[src/rtl/core/mhlp_pkg.sv]
// types and constants shared by the manifest header line parser
package mhlp_pkg;

	// characters that steer the parse
	localparam logic [7:0] CH_NUL   = 8'h00;
	localparam logic [7:0] CH_LF    = 8'h0A;
	localparam logic [7:0] CH_CR    = 8'h0D;
	localparam logic [7:0] CH_COLON = 8'h3A;
	localparam logic [7:0] CH_SPACE = 8'h20;

	// output queue geometry
	localparam int unsigned QDEPTH = 4;
	localparam int unsigned QAW    = $clog2(QDEPTH);

	// result kinds
	typedef enum logic [2:0] {
		K_NAME    = 3'd0,
		K_VALUE   = 3'd1,
		K_PAIR    = 3'd2,
		K_SECTION = 3'd3,
		K_ERROR   = 3'd4
	} kind_t;

	// header phase, one-hot
	typedef enum logic [4:0] {
		PH_START = 5'b00001,
		PH_NAME  = 5'b00010,
		PH_COLON = 5'b00100,
		PH_VALUE = 5'b01000,
		PH_DONE  = 5'b10000
	} hphase_t;

	// line phase, one-hot
	typedef enum logic [2:0] {
		LN_INSIDE   = 3'b001,
		LN_AFTER_CR = 3'b010,
		LN_AFTER_NL = 3'b100
	} lphase_t;

	// one result entry
	typedef struct packed {
		kind_t      kind;
		logic [7:0] ch;
		logic       last;
	} result_t;

endpackage

[src/rtl/core/manifest_header_line_parser.sv]
// manifest header line parser: byte stream in, tagged header characters out
//
// Takes one manifest byte per cycle into an input register, decides it against the
// parse state and writes zero, one or two results into a four-entry output queue. A
// new byte is taken every cycle while the queue holds at most two results, so the
// sustained rate is one byte per clock as long as the downstream side keeps up; a
// byte can give two results (pair complete followed by the next name character or
// section end). After reset, a section end or an error the block drops bytes until
// one arrives with the first flag set.
module manifest_header_line_parser import mhlp_pkg::*; (
	input  logic       clk,
	input  logic       arst_n,
	input  logic       s_tvalid,
	output logic       s_tready,
	input  logic [7:0] s_tdata,   // [7:0] data_byte
	input  logic       s_tuser,   // [0] first
	input  logic       s_tlast,   // end_of_data
	output logic       m_tvalid,
	input  logic       m_tready,
	output logic [7:0] m_tdata,   // [7:0] out_char
	output logic [2:0] m_tuser,   // [2:0] kind
	output logic       m_tlast    // last
);

	// input stage
	logic        valid_s1;
	logic [7:0]  byte_s1;
	logic        first_s1;
	logic        eod_s1;

	// parse state
	hphase_t     hp_q;
	lphase_t     lp_q;
	logic        cont_q;

	// output queue
	result_t     fifo_q [QDEPTH];
	logic [QAW-1:0] head_q;
	logic [QAW-1:0] tail_q;
	logic [QAW:0]   count_q;

	logic        advance;
	logic        pop;

	// step results
	hphase_t     hp_n;
	lphase_t     lp_n;
	logic        cont_n;
	logic [1:0]  n_push;
	result_t     res0;
	result_t     res1;

	// input handshake
	assign advance  = valid_s1 && (count_q <= (QAW+1)'(QDEPTH - 2));
	assign s_tready = !valid_s1 || advance;
	assign pop      = m_tvalid && m_tready;

	// input register
	always_ff @(posedge clk or negedge arst_n) begin
		if (!arst_n) begin
			valid_s1 <= 1'b0;
		end else if (s_tready) begin
			valid_s1 <= s_tvalid;
		end
	end

	always_ff @(posedge clk) begin
		if (s_tready && s_tvalid) begin
			byte_s1  <= s_tdata;
			first_s1 <= s_tuser;
			eod_s1   <= s_tlast;
		end
	end

	// one parse step
	always_comb begin
		logic       eod;
		logic       stop;
		logic       take;
		logic [1:0] n;
		kind_t      k0, k1;
		logic [7:0] c0, c1;
		logic       is_lf, is_cr;

		eod   = eod_s1 || (byte_s1 == CH_NUL);
		is_lf = byte_s1 == CH_LF;
		is_cr = byte_s1 == CH_CR;
		hp_n   = first_s1 ? PH_START : hp_q;
		lp_n   = first_s1 ? LN_INSIDE : lp_q;
		cont_n = first_s1 ? 1'b0 : cont_q;
		n    = 2'd0;
		k0   = K_NAME;
		k1   = K_NAME;
		c0   = 8'h00;
		c1   = 8'h00;
		stop = 1'b0;
		take = 1'b0;

		if (hp_n == PH_DONE) begin
			stop = 1'b1;
		end

		// second half of a cr lf pair
		if (!stop && lp_n == LN_AFTER_CR && !eod && is_lf) begin
			lp_n = LN_AFTER_NL;
			stop = 1'b1;
		end

		// first byte after a newline: fold or close the header
		if (!stop && lp_n != LN_INSIDE) begin
			if (!eod && byte_s1 == CH_SPACE) begin
				lp_n   = LN_INSIDE;
				cont_n = 1'b1;
				stop   = 1'b1;
			end else begin
				lp_n   = LN_INSIDE;
				cont_n = 1'b0;
				if (hp_n == PH_VALUE) begin
					k0   = K_PAIR;
					n    = 2'd1;
					hp_n = PH_START;
				end else begin
					k0   = K_ERROR;
					n    = 2'd1;
					hp_n = PH_DONE;
					stop = 1'b1;
				end
			end
		end

		// the byte itself
		if (!stop) begin
			if (hp_n == PH_START) begin
				if (eod || is_cr || is_lf) begin
					if (n == 2'd0) begin
						k0 = K_SECTION;
					end else begin
						k1 = K_SECTION;
					end
					n    = n + 2'd1;
					hp_n = PH_DONE;
				end else begin
					take = 1'b1;
				end
			end else if (eod) begin
				if (cont_n) begin
					k0   = K_ERROR;
					n    = 2'd1;
					hp_n = PH_DONE;
				end else begin
					lp_n   = LN_INSIDE;
					cont_n = 1'b0;
					if (hp_n == PH_VALUE) begin
						k0 = K_PAIR;
						k1 = K_SECTION;
						n  = 2'd2;
					end else begin
						k0 = K_ERROR;
						n  = 2'd1;
					end
					hp_n = PH_DONE;
				end
			end else if (is_cr) begin
				lp_n   = LN_AFTER_CR;
				cont_n = 1'b0;
			end else if (is_lf) begin
				lp_n   = LN_AFTER_NL;
				cont_n = 1'b0;
			end else begin
				take = 1'b1;
			end
		end

		// merged header character
		if (take) begin
			if (hp_n == PH_START || hp_n == PH_NAME) begin
				if (byte_s1 == CH_COLON) begin
					hp_n = PH_COLON;
				end else begin
					if (n == 2'd0) begin
						k0 = K_NAME;
						c0 = byte_s1;
					end else begin
						k1 = K_NAME;
						c1 = byte_s1;
					end
					n    = n + 2'd1;
					hp_n = PH_NAME;
				end
			end else if (hp_n == PH_COLON) begin
				if (byte_s1 == CH_SPACE) begin
					hp_n = PH_VALUE;
				end else begin
					k0   = K_ERROR;
					n    = 2'd1;
					hp_n = PH_DONE;
				end
			end else if (hp_n == PH_VALUE) begin
				k0 = K_VALUE;
				c0 = byte_s1;
				n  = 2'd1;
			end
		end

		n_push    = n;
		res0.kind = k0;
		res0.ch   = c0;
		res0.last = (n == 2'd1);
		res1.kind = k1;
		res1.ch   = c1;
		res1.last = 1'b1;
	end

	// parse state registers
	always_ff @(posedge clk or negedge arst_n) begin
		if (!arst_n) begin
			hp_q   <= PH_DONE;
			lp_q   <= LN_INSIDE;
			cont_q <= 1'b0;
		end else if (advance) begin
			hp_q   <= hp_n;
			lp_q   <= lp_n;
			cont_q <= cont_n;
		end
	end

	// output queue pointers
	always_ff @(posedge clk or negedge arst_n) begin
		if (!arst_n) begin
			head_q  <= '0;
			tail_q  <= '0;
			count_q <= '0;
		end else begin
			if (pop) begin
				head_q <= head_q + 1'b1;
			end
			if (advance) begin
				tail_q <= tail_q + QAW'(n_push);
			end
			count_q <= count_q + (advance ? (QAW+1)'(n_push) : '0)
				- (QAW+1)'(pop);
		end
	end

	// output queue storage
	always_ff @(posedge clk) begin
		if (advance && n_push != 2'd0) begin
			fifo_q[tail_q] <= res0;
		end
		if (advance && n_push == 2'd2) begin
			fifo_q[tail_q + 1'b1] <= res1;
		end
	end

	// output port
	assign m_tvalid = count_q != '0;
	assign m_tdata  = fifo_q[head_q].ch;
	assign m_tuser  = fifo_q[head_q].kind;
	assign m_tlast  = fifo_q[head_q].last;

	// queue never holds more than its depth
	assert property (@(posedge clk) disable iff (!arst_n)
		count_q <= (QAW+1)'(QDEPTH))
		else $error("output queue overflow");

	// two results from one byte always open with pair complete
	assert property (@(posedge clk) disable iff (!arst_n)
		advance && n_push == 2'd2 |-> res0.kind == K_PAIR)
		else $error("double result without pair complete");

	// idle parser stays idle without a first flag
	assert property (@(posedge clk) disable iff (!arst_n)
		advance && hp_q == PH_DONE && !first_s1 |-> n_push == 2'd0 ##1 hp_q == PH_DONE)
		else $error("idle parser produced output or left idle");

	// input is held back whenever the queue lacks room for two results
	assert property (@(posedge clk) disable iff (!arst_n)
		valid_s1 && count_q > (QAW+1)'(QDEPTH - 2) |-> !s_tready)
		else $error("request taken without queue room");

endmodule

[config.mk]
export PLATFORM = sky130hd
export DESIGN_NAME = manifest_header_line_parser
export DESIGN_NICKNAME = d
export VERILOG_FILES = /design/src/rtl/core/mhlp_pkg.sv /design/src/rtl/core/manifest_header_line_parser.sv
export SDC_FILE = /design/constraint.sdc
export NUM_CORES = 1
export LEC_CHECK = 0
export BUFFER_PORTS_ARGS = -buffer_cell sky130_fd_sc_hd__buf_2
export CAP_MARGIN = 20
export CORE_MARGIN = 2
export CORE_UTILIZATION = 55
export DETAILED_ROUTE_END_ITERATION = 8
export PLACE_DENSITY_LB_ADDON = 0.08
export SLEW_MARGIN = 20
export SYNTH_ARGS = -nofsm -noshare
export SYNTH_HDL_FRONTEND = slang
export SYNTH_SLANG_ARGS = --single-unit
[constraint.sdc]
create_clock -name clk -period 8.1 [get_ports clk]
set_input_delay 0.405 -clock clk [delete_from_list [all_inputs] [get_ports clk]]
set_output_delay 0.405 -clock clk [all_outputs]
set_load 0.01 [all_outputs]
==> qor.yml <==
vias: 3419
min_period_ns: 5.23
dr.pass1.iters: 5
cts_setup_buffers: 0
final_antenna_net_count: 0
antenna_found_initial: 0
cts_tree: "yes"
required_ns: 8.06
final_util_pct: 62.1
drv_cap: 0
power.switching_uw: 740
numPortBuffers: 27
critPathSlowestCell: "nor2_1"
powerDensity_nw_per_um2: 346
syn_avg_cell_area_um2: 11.0
synth_largest_area_cell: "edfxtp_1"
syn2layout_area_growth_pct: 8.66
n_antenna_cell: 0
critical_path_class: "register to register"
synth_top_area_share_pct: 33.6
relSlewSlack_pct: 25.5
async_flop_share_pct: 22.7
grt_max_degree: 18
timing.final.crit_share_pct: 64.5
leakage_nw: 1.76
cp-end-kind: "register"
wire_per_inst_um: 20.1
clkTransAtPathRegs_ns: 0.09
synthTopCellsByArea: "edfxtp_1 34%, dfrtp_1 8.4%, mux4_2 6.1%"
cts_resized: 0
syn_nets: 428
hold_path.class: "input pin to register"
drt_drc_violations_left: 0
core_um2: 7810
yosysMostFrequentCell: "edfxtp_1"
cp_data_arrival_time_ns: 5.19
fmax_mhz: 191
cp_max_fo: 12
overflow: 0
cts-htree-levels: 3
synth-edff-count: 50
worstSkewPairLatency_ns: 0.35
routed_via_density: 6.40
syn_area_um2: 4460
slowest_delay_ns: 0.82
intPower_uw: 941
swShare_pct: 44.0
p_clk_share_pct: 16.3
layout-drive-gt1-share_pct: 18.8
synth_cells: 406
clock-sinks: 75
dieWidth_um: 94.1
grt_usage_pct: 26.0
hold_viol_final: 0
place_congestion: 0.931
initial_core_util_pct: 57.2
dieArea_um2: 8850
path_cells: "or2_1, nor4_2, o2111ai_1, nor2_1, o211ai_1, nand3_1, inv_1, ha_1, o2111ai_1, or3_1, nand3_1, o21ai_0, a21boi_0, nor2_1"
synth_ff_type: "edfxtp_1"
p_seq_share_pct: 38.4
rsz0062_at_grt: "false"
yosys.cell_types.count: 76
rows: 32
holdBufCountCts: 1
final_nets: 449
tightest_slew_ns: 1.12
routed_wl_mm: 10.8
ys_seq_elements: 75
fillerInstances: 628
drv_slew: 0
grt_pass1_wl_mm: 17.4
clockBufferDepth: 2
cts_buffers: 9
combPwrFrac_pct: 45.4
yosysWarnings: 0
seq_area_frac_synth_pct: 46.8
ioPinCount: 28
ir_drop_mv: 0.119
startpoint_type: "register"
tns_ns: 0
synthTopCellsByCount: "50 x edfxtp_1, 37 x and2_1, 34 x nand2_1"
setup_violations: 0
grt_pass1_vias: 3256
root_buffer: "clkbuf_8"
dpl.hpwl_mm: 7.82
status: "completed"
drt-initial-drc-count: 246
fin_skew_ns: 0.0127
die_h_um: 94.1
## state kept, by name, indices dropped and copies added (netlist names)
register / flops
tail_q: 2
fifo_q: 48
head_q: 2
byte_s1: 8
first_s1: 1
hp_q: 5
lp_q: 3
count_q: 3
eod_s1: 1
cont_q: 1
valid_s1: 1
## stage by stage
stage	setup slack, ns	cell area [um^2]	instances	hold slack (ns)	power (mW)
after floorplan	3.62	4460	406	0.109	1.19
after global placement	3.03	4660	517	0.363	1.39
after detailed placement	2.94	4660	517	0.374	1.41
after CTS	2.90	4850	534	0.208	1.68
after global routing	2.40	4850	534	0.209	1.79
final	2.87	4850	534	0.224	1.68
## worst paths after layout
check	startpoint	endpoint	slack, ns	cells after the start
worst max-delay path	first_s1	fifo_q[3][1]	2.87	14
worst min register to register	fifo_q[1][0]	fifo_q[1][0]	0.49	2
min in group asynchronous	arst_n	valid_s1	0.53	2
max in group asynchronous	arst_n	hp_q[4]	7.22	2
worst max register to register	first_s1	fifo_q[3][1]	2.87	14
worst min-delay path	s_tuser	first_s1	0.22	1
## cell type report
type	count	area, um^2	area share (%)
Sequential cell	75	2090	43.1
Clock buffer	9	124	2.55
Clock inverter	7	57.6	1.19
Timing Repair Buffer	30	160	3.30
Multi-Input combinational cell	297	2240	46.2
Inverter	14	52.6	1.08
Tap cell	102	128	2.63
## metal layers
layer	up-vias	share of wire, %	track usage, %	routed length (um)
met4	0	1.2	9.18	133
met2	141	50	41.6	5320
met1	1668	44	36.1	4690
li1	1598	-	-	-
met5	-	0	0	0
met3	12	5.6	4.01	603
## critical path: cells and delay by family (launching register included)
kind	cells	cell delay, ns
DFF	1	0.58
buffers and inverters	1	0.05
adders and majority gates	1	0.27
AOI/OAI and AO/OA	5	1.09
and+or+nand+nor	7	2.83
## power by group through the flow
stage	registers (mW)	clock network, mW	logic, mW
after floorplan	0.565	0	0.623
after global placement	0.645	0	0.746
after detailed placement	0.654	0	0.754
after CTS	0.646	0.276	0.758
after global routing	0.663	0.293	0.838
final	0.645	0.273	0.762
## placed cells by master (no fill, tap or decap), types with 8 or more instances in the layout
| cell type | n |
|---|---|
| nor2_1 | 29 |
| clkbuf_8 | 9 |
| a21oi_1 | 12 |
| buf_2 | 27 |
| nand3_1 | 9 |
| o21ai_0 | 18 |
| edfxtp_1 | 50 |
| mux4_2 | 12 |
| nand2_1 | 34 |
| o32ai_1 | 8 |
| inv_1 | 14 |
| and3_1 | 11 |
| dfxtp_1 | 8 |
| dfrtp_1 | 15 |
| and2_1 | 37 |
## cell families (layout without fill, tap and decap cells)
logic type / Yosys count / count (layout) / synth area share (%)
AOI/OAI and AO/OA: 97 / 97 / 17.5
muxes: 14 / 14 / 6.53
xor gates and xnor gates: 8 / 8 / 1.57
adders and majority gates: 8 / 8 / 2.41
DFF: 75 / 75 / 46.8
and+or+nand+nor: 170 / 170 / 22.1
buffers and inverters: 34 / 60 / 3.03
(Power assumes the default switching activity.)
